[src/design/differential_drive_odometry_macros.svh]
// Assertion macros for the odometry block.
// Included by the top level; needs the clock and reset names of that scope.
`ifndef DIFFERENTIAL_DRIVE_ODOMETRY_MACROS_SVH
`define DIFFERENTIAL_DRIVE_ODOMETRY_MACROS_SVH

// Same-cycle implication, disabled during reset.
`define DDO_ASSERT_NOW(lbl, ante, cons) \
   lbl: assert property (@(posedge clock) disable iff (reset) (ante) |-> (cons)) \
      else $error("odometry check failed");

// Next-cycle implication, disabled during reset.
`define DDO_ASSERT_NEXT(lbl, ante, cons) \
   lbl: assert property (@(posedge clock) disable iff (reset) (ante) |=> (cons)) \
      else $error("odometry check failed");

`endif

[src/design/ddo_pkg.sv]
// Shared types and constants for the differential drive odometry block.
// No dependencies; used by the controller, the datapath and the top level.
`timescale 1ns / 1ps

package ddo_pkg;

   localparam int CSR_IDX_W  = 2;
   localparam int CSR_DATA_W = 16;
   localparam logic [CSR_IDX_W-1:0] CSR_WHEEL_RADIUS = 2'd0;
   localparam logic [CSR_IDX_W-1:0] CSR_TRACK_WIDTH  = 2'd1;

   localparam logic [7:0] RADIUS_RESET = 8'd41;
   localparam logic [9:0] TRACK_RESET  = 10'd162;

   // Shared multiplier, divider and CORDIC widths
   localparam int MUL_A_W = 48;
   localparam int MUL_B_W = 46;
   localparam int PROD_W  = 96;
   localparam int DIV_W   = 42;
   localparam int QUO_W   = 48;
   localparam int CRD_W   = 34;

   localparam logic [63:0] PI_Q28     = 64'd843314857;
   localparam logic [63:0] K_FWD      = PI_Q28 * 64'd2500;
   localparam logic [63:0] K_YAW      = PI_Q28 * 64'd50000;
   localparam logic [63:0] K_HEAD     = 64'd2147483648;
   localparam logic [63:0] DIST_DIV   = 64'd14745600;
   localparam logic [63:0] ADV_BIAS   = 64'd536870912;
   localparam logic [63:0] CORDIC_GAIN_Q30 = 64'd652032874;

   typedef enum logic [10:0] {
      ST_IDLE   = 11'b00000000001,
      ST_PREP   = 11'b00000000010,
      ST_MLOAD  = 11'b00000000100,
      ST_MUL    = 11'b00000001000,
      ST_DLOAD  = 11'b00000010000,
      ST_DIV    = 11'b00000100000,
      ST_DSTORE = 11'b00001000000,
      ST_CLOAD  = 11'b00010000000,
      ST_CORD   = 11'b00100000000,
      ST_ASTORE = 11'b01000000000,
      ST_DONE   = 11'b10000000000
   } ddo_state_type;

   typedef enum logic [2:0] {
      JOB_FWD  = 3'd0,
      JOB_YAW  = 3'd1,
      JOB_HEAD = 3'd2,
      JOB_DIST = 3'd3,
      JOB_ADVX = 3'd4,
      JOB_ADVY = 3'd5
   } ddo_job_type;

   typedef struct packed {
      logic        capture;
      logic        prep;
      logic        mul_load;
      logic        mul_step;
      logic        div_load;
      logic        div_step;
      logic        div_store;
      logic        cord_load;
      logic        cord_step;
      logic        adv_store;
      logic        rsp_load;
      ddo_job_type job;
   } ddo_cmd_type;

   typedef struct packed {
      logic mul_last;
      logic div_last;
      logic cord_last;
   } ddo_status_type;

   function automatic logic [31:0] atan_entry(input logic [4:0] idx);
      logic [31:0] val;
      case (idx)
         5'd0:  val = 32'h20000000;
         5'd1:  val = 32'h12E4051E;
         5'd2:  val = 32'h09FB385B;
         5'd3:  val = 32'h051111D4;
         5'd4:  val = 32'h028B0D43;
         5'd5:  val = 32'h0145D7E1;
         5'd6:  val = 32'h00A2F61E;
         5'd7:  val = 32'h00517C55;
         5'd8:  val = 32'h0028BE53;
         5'd9:  val = 32'h00145F2F;
         5'd10: val = 32'h000A2F98;
         5'd11: val = 32'h000517CC;
         5'd12: val = 32'h00028BE6;
         5'd13: val = 32'h000145F3;
         5'd14: val = 32'h0000A2FA;
         5'd15: val = 32'h0000517D;
         5'd16: val = 32'h000028BE;
         5'd17: val = 32'h0000145F;
         5'd18: val = 32'h00000A30;
         5'd19: val = 32'h00000518;
         5'd20: val = 32'h0000028C;
         5'd21: val = 32'h00000146;
         5'd22: val = 32'h000000A3;
         5'd23: val = 32'h00000051;
         5'd24: val = 32'h00000029;
         5'd25: val = 32'h00000014;
         5'd26: val = 32'h0000000A;
         5'd27: val = 32'h00000005;
         5'd28: val = 32'h00000003;
         5'd29: val = 32'h00000001;
         5'd30: val = 32'h00000001;
         default: val = 32'h00000000;
      endcase
      return val;
   endfunction

   // Signed saturation of a rounded magnitude
   function automatic logic [31:0] sat_mag(input logic neg, input logic ovf,
                                           input logic [QUO_W-1:0] q);
      logic [31:0] val;
      if (neg) begin
         if (ovf || (q >= 48'd2147483648)) val = 32'h80000000;
         else val = 32'd0 - q[31:0];
      end else begin
         if (ovf || (q > 48'd2147483647)) val = 32'h7FFFFFFF;
         else val = q[31:0];
      end
      return val;
   endfunction

endpackage

[src/design/ddo_ctrl.sv]
// Sequencer for the odometry block: steps the shared datapath units.
// Depends on ddo_pkg for the state, job, command and status types.
`timescale 1ns / 1ps

module ddo_ctrl (
   input  logic                    clock,
   input  logic                    reset,
   input  logic                    req_valid,
   output logic                    req_ready,
   output logic                    rsp_valid,
   input  logic                    rsp_ready,
   input  ddo_pkg::ddo_status_type status,
   output ddo_pkg::ddo_cmd_type    cmd
);
   import ddo_pkg::*;

   ddo_state_type state_ff, state_in;
   ddo_job_type   job_ff, job_in;
   logic          rsp_valid_ff, rsp_valid_in;
   logic          out_free;

   assign out_free  = !rsp_valid_ff || rsp_ready;
   assign req_ready = (state_ff == ST_IDLE);
   assign rsp_valid = rsp_valid_ff;

   always_comb begin
      state_in     = state_ff;
      job_in       = job_ff;
      rsp_valid_in = rsp_valid_ff && !rsp_ready;
      cmd          = '0;
      cmd.job      = job_ff;
      case (state_ff)
         ST_IDLE: begin
            if (req_valid) begin
               cmd.capture = 1'b1;
               state_in    = ST_PREP;
            end
         end
         ST_PREP: begin
            cmd.prep = 1'b1;
            job_in   = JOB_FWD;
            state_in = ST_MLOAD;
         end
         ST_MLOAD: begin
            cmd.mul_load = 1'b1;
            state_in     = ST_MUL;
         end
         ST_MUL: begin
            cmd.mul_step = 1'b1;
            if (status.mul_last) begin
               if (job_ff == JOB_ADVX || job_ff == JOB_ADVY) state_in = ST_ASTORE;
               else state_in = ST_DLOAD;
            end
         end
         ST_DLOAD: begin
            cmd.div_load = 1'b1;
            state_in     = ST_DIV;
         end
         ST_DIV: begin
            cmd.div_step = 1'b1;
            if (status.div_last) state_in = ST_DSTORE;
         end
         ST_DSTORE: begin
            cmd.div_store = 1'b1;
            case (job_ff)
               JOB_FWD:  begin job_in = JOB_YAW;  state_in = ST_MLOAD; end
               JOB_YAW:  begin job_in = JOB_HEAD; state_in = ST_MLOAD; end
               JOB_HEAD: begin job_in = JOB_DIST; state_in = ST_MLOAD; end
               default:  state_in = ST_CLOAD;
            endcase
         end
         ST_CLOAD: begin
            cmd.cord_load = 1'b1;
            state_in      = ST_CORD;
         end
         ST_CORD: begin
            cmd.cord_step = 1'b1;
            if (status.cord_last) begin
               job_in   = JOB_ADVX;
               state_in = ST_MLOAD;
            end
         end
         ST_ASTORE: begin
            cmd.adv_store = 1'b1;
            if (job_ff == JOB_ADVX) begin
               job_in   = JOB_ADVY;
               state_in = ST_MLOAD;
            end else begin
               state_in = ST_DONE;
            end
         end
         ST_DONE: begin
            if (out_free) begin
               cmd.rsp_load = 1'b1;
               rsp_valid_in = 1'b1;
               state_in     = ST_IDLE;
            end
         end
         default: state_in = ST_IDLE;
      endcase
   end

   always_ff @(posedge clock) begin
      if (reset) begin
         state_ff     <= ST_IDLE;
         job_ff       <= JOB_FWD;
         rsp_valid_ff <= 1'b0;
      end else begin
         state_ff     <= state_in;
         job_ff       <= job_in;
         rsp_valid_ff <= rsp_valid_in;
      end
   end

endmodule

[src/design/ddo_datapath.sv]
// Datapath of the odometry block: state, config registers, shift-add
// multiplier, restoring divider, CORDIC and output registers. Uses ddo_pkg.
`timescale 1ns / 1ps

module ddo_datapath #(
   parameter int CORDIC_STAGES    = 16,
   parameter int SAMPLE_PERIOD_US = 4000
) (
   input  logic                             clock,
   input  logic                             reset,
   input  logic                             csr_we,
   input  logic [ddo_pkg::CSR_IDX_W-1:0]    csr_index,
   input  logic [ddo_pkg::CSR_DATA_W-1:0]   csr_data,
   input  logic signed [31:0]               req_left_count,
   input  logic signed [31:0]               req_right_count,
   input  ddo_pkg::ddo_cmd_type             cmd,
   output ddo_pkg::ddo_status_type          status,
   output logic signed [31:0]               rsp_pos_x,
   output logic signed [31:0]               rsp_pos_y,
   output logic        [31:0]               rsp_heading_angle,
   output logic signed [31:0]               rsp_fwd_speed,
   output logic signed [31:0]               rsp_yaw_rate
);
   import ddo_pkg::*;

   localparam int CIW = (CORDIC_STAGES > 1) ? $clog2(CORDIC_STAGES) : 1;
   localparam logic [63:0] FWD_DIV64 = 64'(SAMPLE_PERIOD_US) * 64'd36864;
   localparam logic [31:0] FWD_DIV   = FWD_DIV64[31:0];

   // config and persistent state
   logic [7:0]  radius_ff;
   logic [9:0]  track_ff;
   logic [31:0] prev_left_ff, prev_right_ff, heading_ff;
   logic [31:0] x_ff, y_ff, fwd_ff, yaw_ff;
   // per-item values
   logic        sum_neg_ff, diff_neg_ff;
   logic [32:0] abs_sum_ff, abs_diff_ff;
   logic [40:0] msum_ff, mdiff_ff;
   logic [DIV_W-1:0] yaw_div_ff;
   logic [17:0] dden_ff;
   logic [QUO_W-1:0] dist_ff;
   // multiplier
   logic [PROD_W-1:0]  acc_ff, a_sh_ff;
   logic [MUL_B_W-1:0] b_ff;
   logic [5:0]         mcnt_ff;
   // divider
   logic [PROD_W-1:0] num_ff;
   logic [DIV_W-1:0]  d_ff, rem_ff;
   logic [QUO_W-1:0]  q_ff;
   logic              ovf_ff;
   logic [6:0]        dcnt_ff;
   // CORDIC
   logic signed [CRD_W-1:0] cx_ff, cy_ff, cz_ff;
   logic [CIW-1:0]          ci_ff;
   logic                    flip_ff;

   // capture combinational terms
   logic [31:0] dl, dr;
   logic [32:0] sum33, diff33;
   assign dl     = req_left_count - prev_left_ff;
   assign dr     = req_right_count - prev_right_ff;
   assign sum33  = {dl[31], dl} + {dr[31], dr};
   assign diff33 = {dr[31], dr} - {dl[31], dl};

   logic [9:0] w_eff;
   assign w_eff = (track_ff == 10'd0) ? 10'd1 : track_ff;

   // multiplier operand selection
   logic [MUL_A_W-1:0] op_a;
   logic [MUL_B_W-1:0] op_b;
   logic [DIV_W-1:0]   op_d;
   logic [PROD_W-1:0]  op_bias;
   logic [CRD_W-1:0]   abs_cx, abs_cy;
   assign abs_cx = cx_ff[CRD_W-1] ? (~cx_ff + 1'b1) : cx_ff;
   assign abs_cy = cy_ff[CRD_W-1] ? (~cy_ff + 1'b1) : cy_ff;

   always_comb begin
      op_a = MUL_A_W'(msum_ff);
      op_b = K_FWD[MUL_B_W-1:0];
      op_d = DIV_W'(FWD_DIV);
      case (cmd.job)
         JOB_FWD: begin
            op_a = MUL_A_W'(msum_ff);
            op_b = K_FWD[MUL_B_W-1:0];
            op_d = DIV_W'(FWD_DIV);
         end
         JOB_YAW: begin
            op_a = MUL_A_W'(mdiff_ff);
            op_b = K_YAW[MUL_B_W-1:0];
            op_d = yaw_div_ff;
         end
         JOB_HEAD: begin
            op_a = MUL_A_W'(mdiff_ff);
            op_b = K_HEAD[MUL_B_W-1:0];
            op_d = DIV_W'(dden_ff);
         end
         JOB_DIST: begin
            op_a = MUL_A_W'(msum_ff);
            op_b = PI_Q28[MUL_B_W-1:0];
            op_d = DIST_DIV[DIV_W-1:0];
         end
         JOB_ADVX: begin
            op_a = dist_ff;
            op_b = MUL_B_W'(abs_cx);
         end
         JOB_ADVY: begin
            op_a = dist_ff;
            op_b = MUL_B_W'(abs_cy);
         end
         default: ;
      endcase
      // rounding bias rides in the accumulator
      if (cmd.job == JOB_ADVX || cmd.job == JOB_ADVY) op_bias = PROD_W'(ADV_BIAS);
      else op_bias = PROD_W'(op_d >> 1);
   end

   // divider step
   logic [DIV_W:0] rem_sh;
   logic           ge;
   assign rem_sh = {rem_ff, num_ff[PROD_W-1]};
   assign ge     = (rem_sh >= {1'b0, d_ff});

   // CORDIC step
   logic signed [CRD_W-1:0] dx, dy, at;
   assign dx = cy_ff >>> ci_ff;
   assign dy = cx_ff >>> ci_ff;
   assign at = CRD_W'(atan_entry(5'(ci_ff)));

   logic [1:0]  quad;
   logic [31:0] ang;
   assign quad = heading_ff[31:30];
   assign ang  = (quad == 2'd1 || quad == 2'd2) ? heading_ff + 32'h80000000 : heading_ff;

   // heading step
   logic [31:0] hd;
   assign hd = diff_neg_ff ? (32'd0 - q_ff[31:0]) : q_ff[31:0];

   // position step: acc +/- rounded product, saturating
   logic [48:0] mag;
   logic        trig_neg, adv_neg;
   logic [31:0] acc_sel, adv_res;
   logic [50:0] acc51, mag51;
   logic signed [50:0] s51;
   assign mag = acc_ff[78:30];
   always_comb begin
      if (cmd.job == JOB_ADVX) begin
         acc_sel  = x_ff;
         trig_neg = flip_ff ? (!cx_ff[CRD_W-1] && cx_ff != '0) : cx_ff[CRD_W-1];
      end else begin
         acc_sel  = y_ff;
         trig_neg = flip_ff ? (!cy_ff[CRD_W-1] && cy_ff != '0) : cy_ff[CRD_W-1];
      end
      adv_neg = sum_neg_ff ^ trig_neg;
      acc51   = {{19{acc_sel[31]}}, acc_sel};
      mag51   = {2'b00, mag};
      s51     = $signed(adv_neg ? (acc51 - mag51) : (acc51 + mag51));
      if (s51 > 51'sd2147483647) adv_res = 32'h7FFFFFFF;
      else if (s51 < -51'sd2147483648) adv_res = 32'h80000000;
      else adv_res = s51[31:0];
   end

   assign status.mul_last  = (mcnt_ff == 6'(MUL_B_W - 1));
   assign status.div_last  = (dcnt_ff == 7'(PROD_W - 1));
   assign status.cord_last = (ci_ff == CIW'(CORDIC_STAGES - 1));

   // control-relevant state with reset
   always_ff @(posedge clock) begin
      if (reset) begin
         radius_ff     <= RADIUS_RESET;
         track_ff      <= TRACK_RESET;
         prev_left_ff  <= 32'd0;
         prev_right_ff <= 32'd0;
         heading_ff    <= 32'd0;
         x_ff          <= 32'd0;
         y_ff          <= 32'd0;
      end else begin
         if (csr_we) begin
            case (csr_index)
               CSR_WHEEL_RADIUS: radius_ff <= csr_data[7:0];
               CSR_TRACK_WIDTH:  track_ff  <= csr_data[9:0];
               default: ;
            endcase
         end
         if (cmd.capture) begin
            prev_left_ff  <= req_left_count;
            prev_right_ff <= req_right_count;
         end
         if (cmd.div_store && cmd.job == JOB_HEAD) heading_ff <= heading_ff + hd;
         if (cmd.adv_store) begin
            if (cmd.job == JOB_ADVX) x_ff <= adv_res;
            else y_ff <= adv_res;
         end
      end
   end

   // working registers
   always_ff @(posedge clock) begin
      if (cmd.capture) begin
         sum_neg_ff  <= sum33[32];
         diff_neg_ff <= diff33[32];
         abs_sum_ff  <= sum33[32] ? (33'd0 - sum33) : sum33;
         abs_diff_ff <= diff33[32] ? (33'd0 - diff33) : diff33;
      end
      if (cmd.prep) begin
         msum_ff    <= 41'(abs_sum_ff) * 41'(radius_ff);
         mdiff_ff   <= 41'(abs_diff_ff) * 41'(radius_ff);
         yaw_div_ff <= DIV_W'(w_eff) * DIV_W'(FWD_DIV);
         dden_ff    <= 18'(w_eff) * 18'd180;
      end
      if (cmd.mul_load) begin
         acc_ff  <= op_bias;
         a_sh_ff <= PROD_W'(op_a);
         b_ff    <= op_b;
         d_ff    <= op_d;
         mcnt_ff <= 6'd0;
      end else if (cmd.mul_step) begin
         if (b_ff[0]) acc_ff <= acc_ff + a_sh_ff;
         a_sh_ff <= a_sh_ff << 1;
         b_ff    <= b_ff >> 1;
         mcnt_ff <= mcnt_ff + 6'd1;
      end
      if (cmd.div_load) begin
         num_ff  <= acc_ff;
         rem_ff  <= '0;
         q_ff    <= '0;
         ovf_ff  <= 1'b0;
         dcnt_ff <= 7'd0;
      end else if (cmd.div_step) begin
         rem_ff  <= ge ? DIV_W'(rem_sh - {1'b0, d_ff}) : DIV_W'(rem_sh);
         num_ff  <= num_ff << 1;
         q_ff    <= {q_ff[QUO_W-2:0], ge};
         ovf_ff  <= ovf_ff | q_ff[QUO_W-1];
         dcnt_ff <= dcnt_ff + 7'd1;
      end
      if (cmd.div_store) begin
         case (cmd.job)
            JOB_FWD:  fwd_ff  <= sat_mag(sum_neg_ff, ovf_ff, q_ff);
            JOB_YAW:  yaw_ff  <= sat_mag(diff_neg_ff, ovf_ff, q_ff);
            JOB_DIST: dist_ff <= q_ff;
            default: ;
         endcase
      end
      if (cmd.cord_load) begin
         flip_ff <= (quad == 2'd1 || quad == 2'd2);
         cx_ff   <= CRD_W'(CORDIC_GAIN_Q30);
         cy_ff   <= '0;
         cz_ff   <= {{(CRD_W-32){ang[31]}}, ang};
         ci_ff   <= '0;
      end else if (cmd.cord_step) begin
         if (!cz_ff[CRD_W-1]) begin
            cx_ff <= cx_ff - dx;
            cy_ff <= cy_ff + dy;
            cz_ff <= cz_ff - at;
         end else begin
            cx_ff <= cx_ff + dx;
            cy_ff <= cy_ff - dy;
            cz_ff <= cz_ff + at;
         end
         ci_ff <= ci_ff + 1'b1;
      end
      if (cmd.rsp_load) begin
         rsp_pos_x         <= x_ff;
         rsp_pos_y         <= y_ff;
         rsp_heading_angle <= heading_ff;
         rsp_fwd_speed     <= fwd_ff;
         rsp_yaw_rate      <= yaw_ff;
      end
   end

endmodule

[src/design/differential_drive_odometry.sv]
// Top level of the differential drive odometry block.
// Instantiates ddo_ctrl and ddo_datapath; uses ddo_pkg and the assertion macros.
//
//   channel | ports  | direction | content
//   --------+--------+-----------+---------------------------------------------
//   req     | req_*  | in        | left_count, right_count (absolute, degrees)
//   rsp     | rsp_*  | out       | pos_x, pos_y, heading_angle, fwd_speed, yaw_rate
//   csr     | csr_*  | in        | index 0 wheel radius mm, index 1 track width mm
//
// The bit-serial shift-add multiplier works on MB = 46 multiplier bits and
// the restoring divider on ND = 96 divider bits. The multiplier is shared
// by all four quotients and both position updates, the divider by the four
// quotients; the CORDIC runs CORDIC_STAGES stages, 16 by default.
// Reset restores the config defaults and zeroes counts, heading and position.
// A result waiting on rsp does not block the next transfer on req; the block
// holds its finished result internally until the rsp register frees.
`timescale 1ns / 1ps
`include "differential_drive_odometry_macros.svh"

module differential_drive_odometry #(
   parameter int CORDIC_STAGES    = 16,
   parameter int SAMPLE_PERIOD_US = 4000
) (
   input  logic                           clock,
   input  logic                           reset,
   // configuration writes
   input  logic                           csr_valid,
   output logic                           csr_ready,
   input  logic [ddo_pkg::CSR_IDX_W-1:0]  csr_index,
   input  logic [ddo_pkg::CSR_DATA_W-1:0] csr_data,
   // encoder samples
   input  logic                           req_valid,
   output logic                           req_ready,
   input  logic signed [31:0]             req_left_count,
   input  logic signed [31:0]             req_right_count,
   // pose and speed results
   output logic                           rsp_valid,
   input  logic                           rsp_ready,
   output logic signed [31:0]             rsp_pos_x,
   output logic signed [31:0]             rsp_pos_y,
   output logic        [31:0]             rsp_heading_angle,
   output logic signed [31:0]             rsp_fwd_speed,
   output logic signed [31:0]             rsp_yaw_rate
);
   import ddo_pkg::*;

   ddo_cmd_type    cmd;
   ddo_status_type status;

   // config writes go straight into the config registers, so always take the transfer
   assign csr_ready = 1'b1;

   ddo_ctrl u_ctrl (
      .clock     (clock),
      .reset     (reset),
      .req_valid (req_valid),
      .req_ready (req_ready),
      .rsp_valid (rsp_valid),
      .rsp_ready (rsp_ready),
      .status    (status),
      .cmd       (cmd)
   );

   ddo_datapath #(
      .CORDIC_STAGES    (CORDIC_STAGES),
      .SAMPLE_PERIOD_US (SAMPLE_PERIOD_US)
   ) u_datapath (
      .clock             (clock),
      .reset             (reset),
      .csr_we            (csr_valid && csr_ready),
      .csr_index         (csr_index),
      .csr_data          (csr_data),
      .req_left_count    (req_left_count),
      .req_right_count   (req_right_count),
      .cmd               (cmd),
      .status            (status),
      .rsp_pos_x         (rsp_pos_x),
      .rsp_pos_y         (rsp_pos_y),
      .rsp_heading_angle (rsp_heading_angle),
      .rsp_fwd_speed     (rsp_fwd_speed),
      .rsp_yaw_rate      (rsp_yaw_rate)
   );

   // a sample transfer starts work, so the port closes next cycle
   `DDO_ASSERT_NEXT(a_busy_after_accept, req_valid && req_ready, !req_ready)
   // capture only on a real transfer
   `DDO_ASSERT_NOW(a_capture_on_accept, cmd.capture, req_valid && req_ready)
   // never overwrite a result that has not been taken
   `DDO_ASSERT_NOW(a_no_overwrite, cmd.rsp_load, !rsp_valid || rsp_ready)

endmodule
[config.mk]
export PLATFORM = sky130hd
export DESIGN_NAME = differential_drive_odometry
export DESIGN_NICKNAME = d
export VERILOG_FILES = /design/src/design/ddo_pkg.sv /design/src/design/ddo_ctrl.sv /design/src/design/ddo_datapath.sv /design/src/design/differential_drive_odometry.sv
export VERILOG_INCLUDE_DIRS = /design/src /design/src/design
export SDC_FILE = /design/constraint.sdc
export NUM_CORES = 2
export LEC_CHECK = 0
export ABC_AREA = 1
export BUFFER_PORTS_ARGS = -buffer_cell sky130_fd_sc_hd__buf_4
export CORE_MARGIN = 1.5
export CORE_UTILIZATION = 45
export DETAILED_ROUTE_END_ITERATION = 10
export PLACE_DENSITY_LB_ADDON = 0.12
export SYNTH_ARGS = -nofsm -noshare
export SYNTH_HDL_FRONTEND = slang
export SYNTH_HIERARCHICAL = 1
export SYNTH_SLANG_ARGS = --single-unit
[constraint.sdc]
create_clock -name clock -period 24.9 [get_ports clock]
set_input_delay 7.47 -clock clock [delete_from_list [all_inputs] [get_ports clock]]
set_output_delay 7.47 -clock clock [all_outputs]
set_load 0.05 [all_outputs]
; Yosys cells after proc, flatten, opt, wreduce, memory -nomap -nowiden
; Memories as Yosys holds them, arrays and structs flattened. A register that Yosys moved wholly into a read port is not among the register bits.
; Cells that the tools add are included.
[totals]
reg_bits = 1239
latch_bits = 0
ramBits = 0
mem_bits_ro = 480
inputBits = 87
output_inout_bits = 163
elab_cells = 217
memories = 1
[mem_list]
columns = name, words, width, read_ports, rd_clocked_by_memory_dff, wr, line_no
row1 = (name not given), 16, 30, 1, 1, 0, ddo_pkg.sv:77  ; case (idx)
[classes]
add_sub_neg = 24
multipliers = 4
n_div = 0
magnitude_cmp = 5
eq_ne = 29
n_shift = 2
mux = 67
bitwise_logic = 5
n_reduce_logical = 36
[ops]
columns = operator, count
row1 = 96-bit 2-to-1 mux, 5
row2 = 32-bit 2-to-1 mux, 11
row3 = 34-bit 2-to-1 mux, 7
row4 = 46-bit one-hot mux with 5 select lines, 1
row5 = 11-bit one-hot mux with 11 select lines, 1
row6 = 38-bit one-hot mux with 3 select lines, 1
row7 = 96-bit adder, 1
row8 = 48-bit 2-to-1 mux, 2
row9 = 48-bit one-hot mux with 2 select lines, 1
row10 = 46-bit 2-to-1 mux, 2
row11 = 33-bit by 8-bit multiplier with 41-bit output, 2
row12 = "34-bit by 1-bit adder with 34-bit output, second input constant", 2
row13 = 34-bit adder, 2
row14 = 34-bit NOT, 2
row15 = 34-bit nonzero test, 2
row16 = 34-bit by 4-bit >>> shifter with 34-bit output, 2
row17 = 34-bit subtractor, 2
row18 = 11-bit 2-to-1 mux, 6
row19 = "1-bit by 33-bit subtractor with 33-bit output, first input constant", 2
row20 = 32-bit subtractor, 2
row21 = 32-bit by 50-bit adder with 51-bit output, 1
row22 = "51-bit by 32-bit > comparator with 1-bit output, second input constant", 1
row23 = "51-bit by 32-bit < comparator with 1-bit output, second input constant", 1
row24 = 51-bit 2-to-1 mux, 1
row25 = other kinds (64), 112

; Longest topological paths before layout
[logic_depth]
word_depth = 9
mapped_depth = 42
mapped_depth_nobuf = 39

; By module
; The synthesis kept the hierarchy.
[modules_own_cells]
columns = mod, n_inst, cells_per_inst, area_per_inst_um2, seq_area_each_um2
row1 = ddo_datapath, 1, 14198, 104211.2, 33001.7
row2 = ddo_ctrl, 1, 175, 1087.3, 300.3
row3 = differential_drive_odometry, 1, 2, 11.3, 0.0

; Worst setup path before layout
; No wires, ideal clock.
[synth_timing]
path_type = input port to flip-flop
startpoint = input rsp_ready
endpoint = register u_datapath.rsp_fwd_speed[0] (enable)
setup_time_ps = 682
arrival_time_ps = 14179
required_ps = 24218
setup_slack_ps = 10039
path_stages = 2
n_path_buf = 0
cell_sequence = nor2_1 nor2_1
[synth_rtl]
columns = element, line_no
row1 = "start, declared", differential_drive_odometry.sv:38  ; input logic rsp_ready,
row2 = "end signal, assigned", ddo_datapath.sv:265  ; rsp_fwd_speed <= fwd_ff;
row3 = "end, declared", ddo_datapath.sv:21  ; output logic signed [31:0] rsp_fwd_speed,

; Final worst setup path
[layout_timing]
startpoint = input req_right_count[2]
endpoint = register u_datapath.abs_sum_ff[16], data pin
[layout_via]
elab_chain_cells = 4
[layout_rtl]
columns = element, line_no
row1 = "start, declared", differential_drive_odometry.sv:35  ; input logic signed [31:0] req_right_count,
row2 = 32-bit subtractor *, ddo_datapath.sv:61  ; assign dr = req_right_count - prev_right_ff;
row3 = 32-bit by 32-bit adder with 33-bit output *, ddo_datapath.sv:62  ; assign sum33 = {dl[31], dl} + {dr[31], dr};
row4 = 1-bit by 33-bit subtractor with 33-bit output, ddo_datapath.sv:201  ; abs_sum_ff <= sum33[32] ? (33'd0 - sum33) : sum33;
row5 = 32-bit 2-to-1 mux *, ddo_datapath.sv:201
row6 = "end signal, assigned", ddo_datapath.sv:201
row7 = "end, declared", ddo_datapath.sv:37  ; logic [32:0] abs_sum_ff, abs_diff_ff;
; Mark *: on every way between the ends. The rest lies on a longest branch, timed or not.
; A chain may end at the register's enable or synchronous reset.

==> impl_table.tex <==
\begin{tabular}{lr}
\hline
Metric & Value \\
\hline
\multicolumn{2}{l}{\textbf{Logic synthesis}} \\
\quad Syn nets & about 16k \\
\quad Number of flops mapped to enable cells by yosys & 811 \\
\quad Seq/Total Area, Yosys & 0.316 \\
\quad Mean instance size in the synthesized netlist & $\sim$7.3 um2 \\
\quad Instance count of the mapped netlist & approximately 14k \\
\quad Most used flip-flop cell after synthesis & sky130\_fd\_sc\_hd\_\_edfxtp\_1 \\
\quad Netlist area before placement & between 0.1 and 0.15 mm2 \\
\quad Number of unique standard cell types used by synthesis & 80 \\
\quad Post-synthesis register bit count & $\sim$1.3k \\
\quad Yosys warning count & 6 \\
\quad Share of synthesized registers carrying an async set or reset & 0 \\
\multicolumn{2}{l}{\textbf{Placed design}} \\
\quad GP Congestion & just under 1 \\
\quad HPWL after detailed placement & 295 mm \\
\quad Number of input and output port buffers inserted & approximately 240 \\
\multicolumn{2}{l}{\textbf{Timing}} \\
\quad Top achievable clock speed & around 76 MHz \\
\quad Final-report setup violation count & 0 \\
\quad Summed negative setup slack over all endpoints & 0 ns \\
\quad Final period utilization & 0.528 \\
\quad Max transition margin & 0.0822 \\
\quad Hold violation count in the final report & 0 \\
\quad Worst Tran Pin Value & $\sim$1.4 ns \\
\quad Final Slew Violations & 0 \\
\quad Clock skew & approximately 0.065 ns \\
\quad Final Critical Period & 13.15 ns \\
\quad Unrepaired setup endpoints after global routing & false \\
\multicolumn{2}{l}{\textbf{Floorplan}} \\
\quad Die X & 487 um \\
\quad Total I/O pin count & between 200 and 300 \\
\quad Initial Utilization & 0.453 \\
\quad Die span in y & around 490 um \\
\quad Area inside the core boundary & between 0.2 and 0.25 mm2 \\
\quad Placement Rows & about 180 \\
\quad Die area & between 0.2 and 0.25 mm2 \\
\multicolumn{2}{l}{\textbf{Final layout}} \\
\quad Seq. cell area & 0.0333 mm2 \\
\quad Fraction of final layout cells sized beyond drive strength 1 & 0.0527 \\
\quad Number of inserted filler cells in the final layout & about 23k \\
\quad Post-layout nets & 15.5k \\
\quad Footprint of the multi-input gates & 0.0613 mm2 \\
\quad Signed area change from the synthesized netlist to the final layout & 8.99\% \\
\multicolumn{2}{l}{\textbf{GRT}} \\
\quad Maximum number of pins on one net before global-route repair & between 100 and 150 \\
\quad Wire length of the first global-routing pass & roughly 560 mm \\
\quad Initial antenna violation count & 8 \\
\quad Most crowded layer after global routing & met2 \\
\quad Total global routing track utilization & 0.306 \\
\quad Via count of the first global-routing pass & $\sim$93k \\
\quad Met3 track utilization from global routing & 0.0386 \\
\quad Global Route met1 Usage & 0.411 \\
\quad Global routing usage on met2 & 0.493 \\
\quad Global route total overflow & 0 \\
\multicolumn{2}{l}{\textbf{Drt}} \\
\quad Number of detailed-routing iterations run before antenna repair & 6 \\
\quad DR vias/cell & 5.51 \\
\quad Final Routed Wirelength & about 370 mm \\
\quad Number of vias in the routed layout & approximately 97k \\
\quad Number of design rule violations left after detail routing & 0 \\
\quad Detailed-route wire length per cell & 21.0 um \\
\quad Initial DRC count & $\sim$8.3k \\
\quad Number of antenna-violating nets in the routed design & 0 \\
\multicolumn{2}{l}{\textbf{CTS}} \\
\quad Latest clock arrival within the worst-skew pair & approximately 0.85 ns \\
\quad Number of levels the H-tree was split into & 4 \\
\quad Number of clock sinks & 1258 \\
\quad Post-cts gate resize count & 0 \\
\quad Number of buffers inserted for hold repair after clock tree synthesis & 0 \\
\quad Clock buffers created by TritonCTS & 150 \\
\quad Clock root buffer & sky130\_fd\_sc\_hd\_\_clkbuf\_16 \\
\quad Clock transition at the registers of the reported paths & $\sim$0.06 ns \\
\quad Max Root-Sink Buffers & 3 \\
\quad Post-CTS setup buffer count & 0 \\
\quad CTS tree & built \\
\multicolumn{2}{l}{\textbf{Setup path}} \\
\quad Crit Path Category & input port to flop \\
\quad Largest fanout on the critical path & 31 \\
\quad Crit end category & flop \\
\quad Kind of launch point of the worst setup path & input port \\
\quad Worst endpoint required time & around 25 ns \\
\quad Signal arrival time at the worst endpoint & $\sim$14 ns \\
\multicolumn{2}{l}{\textbf{Run}} \\
\quad Maximum Capacitance Violations & 0 \\
\multicolumn{2}{l}{\textbf{Hold path}} \\
\quad Path class of the lowest-slack min-delay path & flop to flop \\
\multicolumn{2}{l}{\textbf{Status}} \\
\quad Status & completed \\
\hline
\end{tabular}
-- metal layers --
metal	vias to the layer above	part of all wire	wire length, um
met1	46000	0.44	162000
met2	3065	0.45	166000
li1	47000	-	-
met3	538	0.060	22100
met4	6	0.049	18100
met5	-	0.00011	39
-- cells in the final DEF (no fill, tap or decap), types with 75 or more instances in the layout --
master                      instances
sky130_fd_sc_hd__o21a_1            82
sky130_fd_sc_hd__o21ai_0          983
sky130_fd_sc_hd__dfxtp_1          435
sky130_fd_sc_hd__a31oi_1           75
sky130_fd_sc_hd__nand3_1          791
sky130_fd_sc_hd__xnor2_1          161
sky130_fd_sc_hd__nand2_1         3257
sky130_fd_sc_hd__ha_1             666
sky130_fd_sc_hd__nand4_1          171
sky130_fd_sc_hd__inv_1           2265
sky130_fd_sc_hd__nor2_1          1330
sky130_fd_sc_hd__buf_4            337
sky130_fd_sc_hd__nor3_1           171
sky130_fd_sc_hd__a21oi_1         1099
sky130_fd_sc_hd__clkbuf_16        151
sky130_fd_sc_hd__edfxtp_1         811
sky130_fd_sc_hd__xor2_1           365
sky130_fd_sc_hd__fa_1             412
-- cells by family (layout without fill, tap and decap cells) --
logic type | Yosys count | count (layout) | synth area share
xor gates and xnor gates | 528 | 528 | 0.0441
muxes | 2 | 2 | 0.000190
other | 1 | 2 | 0.0000356
buffers and inverters | 2812 | 2926 | 0.103
adders and majority gates | 1079 | 1079 | 0.158
and+or+nand+nor | 5956 | 5956 | 0.235
AOI/OAI and AO/OA | 2739 | 2739 | 0.145
DFF | 1258 | 1258 | 0.316
-- synthesized netlist by cell type, drive strengths merged (8+ instances only) --
library cell,number,area (um2)
buf,143,708
or2,51,319
ha,667,8350
and2,8,50.1
nor3,180,926
and3,14,87.6
a21oi,1102,5530
a21boi,29,218
xor2,367,3230
o21a,82,616
a211oi,9,67.6
a221oi,45,394
a32o,10,100
a22o,12,105
inv,2304,8650
dfxtp,447,8950
a31oi,75,469
nand2,3286,12400
nor2,1367,5260
o221ai,25,219
o21bai,63,473
o21ai,1036,5200
fa,412,8250
o22ai,70,438
xnor2,161,1410
nor4,56,350
edfxtp,811,24400
nand3b,16,120
a21o,52,390
nand4,173,1090
o211ai,74,561
o311ai,12,105
nand3,795,3990
clkbuf,360,1430
o31ai,16,120
-- sequential cells by signal, summed over array words and instances, names as in the netlist, 33 cells and up --
register and cells:
u_datapath/acc_ff 96, u_datapath/cx_ff 34, u_datapath/cz_ff 34, u_datapath/num_ff 96, u_datapath/abs_sum_ff 33, u_datapath/mdiff_ff 40
u_datapath/a_sh_ff 96, u_datapath/cy_ff 34, u_datapath/d_ff 36, u_datapath/rem_ff 42, u_datapath/msum_ff 41, u_datapath/b_ff 46
u_datapath/q_ff 48, u_datapath/dist_ff 48
-- path summary, 6_finish.rpt --
path	from	end	slack (ns)	cells past startpoint
max	req_right_count[2]	u_datapath/abs_sum_ff[16]	11.75	27
min	u_datapath/yaw_ff[7]	u_datapath/rsp_yaw_rate[7]	0.41	0
max reg2reg	u_datapath/cx_ff[0]	u_datapath/y_ff[11]	17.49	38
min reg2reg	u_datapath/yaw_ff[7]	u_datapath/rsp_yaw_rate[7]	0.41	0
-- critical path, stage by stage --
cell and delay, ns:
sky130_fd_sc_hd__buf_4 0.13, sky130_fd_sc_hd__ha_1 0.35, sky130_fd_sc_hd__a21oi_1 0.13, sky130_fd_sc_hd__o21ai_1 0.11, sky130_fd_sc_hd__a21oi_1 0.31, sky130_fd_sc_hd__o21ai_1 0.19
sky130_fd_sc_hd__a21oi_1 0.32, sky130_fd_sc_hd__o21ai_0 0.19, sky130_fd_sc_hd__a21boi_1 0.31, sky130_fd_sc_hd__o21bai_1 0.15, sky130_fd_sc_hd__nand2_1 0.08, sky130_fd_sc_hd__nand2_1 0.05
sky130_fd_sc_hd__xor2_1 0.46, sky130_fd_sc_hd__ha_1 0.49, sky130_fd_sc_hd__inv_1 0.15, sky130_fd_sc_hd__o21ai_0 0.55, sky130_fd_sc_hd__a21oi_1 0.19, sky130_fd_sc_hd__o21ai_0 0.20
sky130_fd_sc_hd__nor2_1 0.06, sky130_fd_sc_hd__nand2_1 0.07, sky130_fd_sc_hd__inv_1 0.06, sky130_fd_sc_hd__o21ai_1 0.14, sky130_fd_sc_hd__or2_2 0.14, sky130_fd_sc_hd__nand2_2 0.21
sky130_fd_sc_hd__inv_1 0.75, sky130_fd_sc_hd__o21ai_0 0.25, sky130_fd_sc_hd__xor2_1 0.21
-- stage by stage --
| step | util | setup WS [ns] | area [um2] | hold slack (ns) | cells |
|---|---|---|---|---|---|
| 6_report | 0.494 | 11.75 | 115000 | 0.412 | 17500 |
| 5_1_grt | 0.494 | 11.21 | 115000 | 0.424 | 17500 |
| 4_1_cts | 0.494 | 11.68 | 115000 | 0.413 | 17500 |
| 3_5_place_dp | 0.472 | 10.77 | 110000 | 0.405 | 17300 |
| 3_3_place_gp | 0.472 | 10.79 | 110000 | 0.402 | 17300 |
| 2_1_floorplan | - | 10.04 | 105000 | 0.400 | 14400 |
-- final cells by class --
type / count / share of cell area
timing repair buffer: 337 / 0.0220
antenna: 1 / 0.0000218
clock buffer: 182 / 0.0344
tap: 3043 / 0.0332
sequential: 1258 / 0.290
inverter: 2309 / 0.0757
multi-input combinational: 10300 / 0.534
clock inverter: 98 / 0.0103
Power is left out: the tool's default activity adds up to more than one toggle a clock period on the data nets, which glitch-free logic cannot reach.
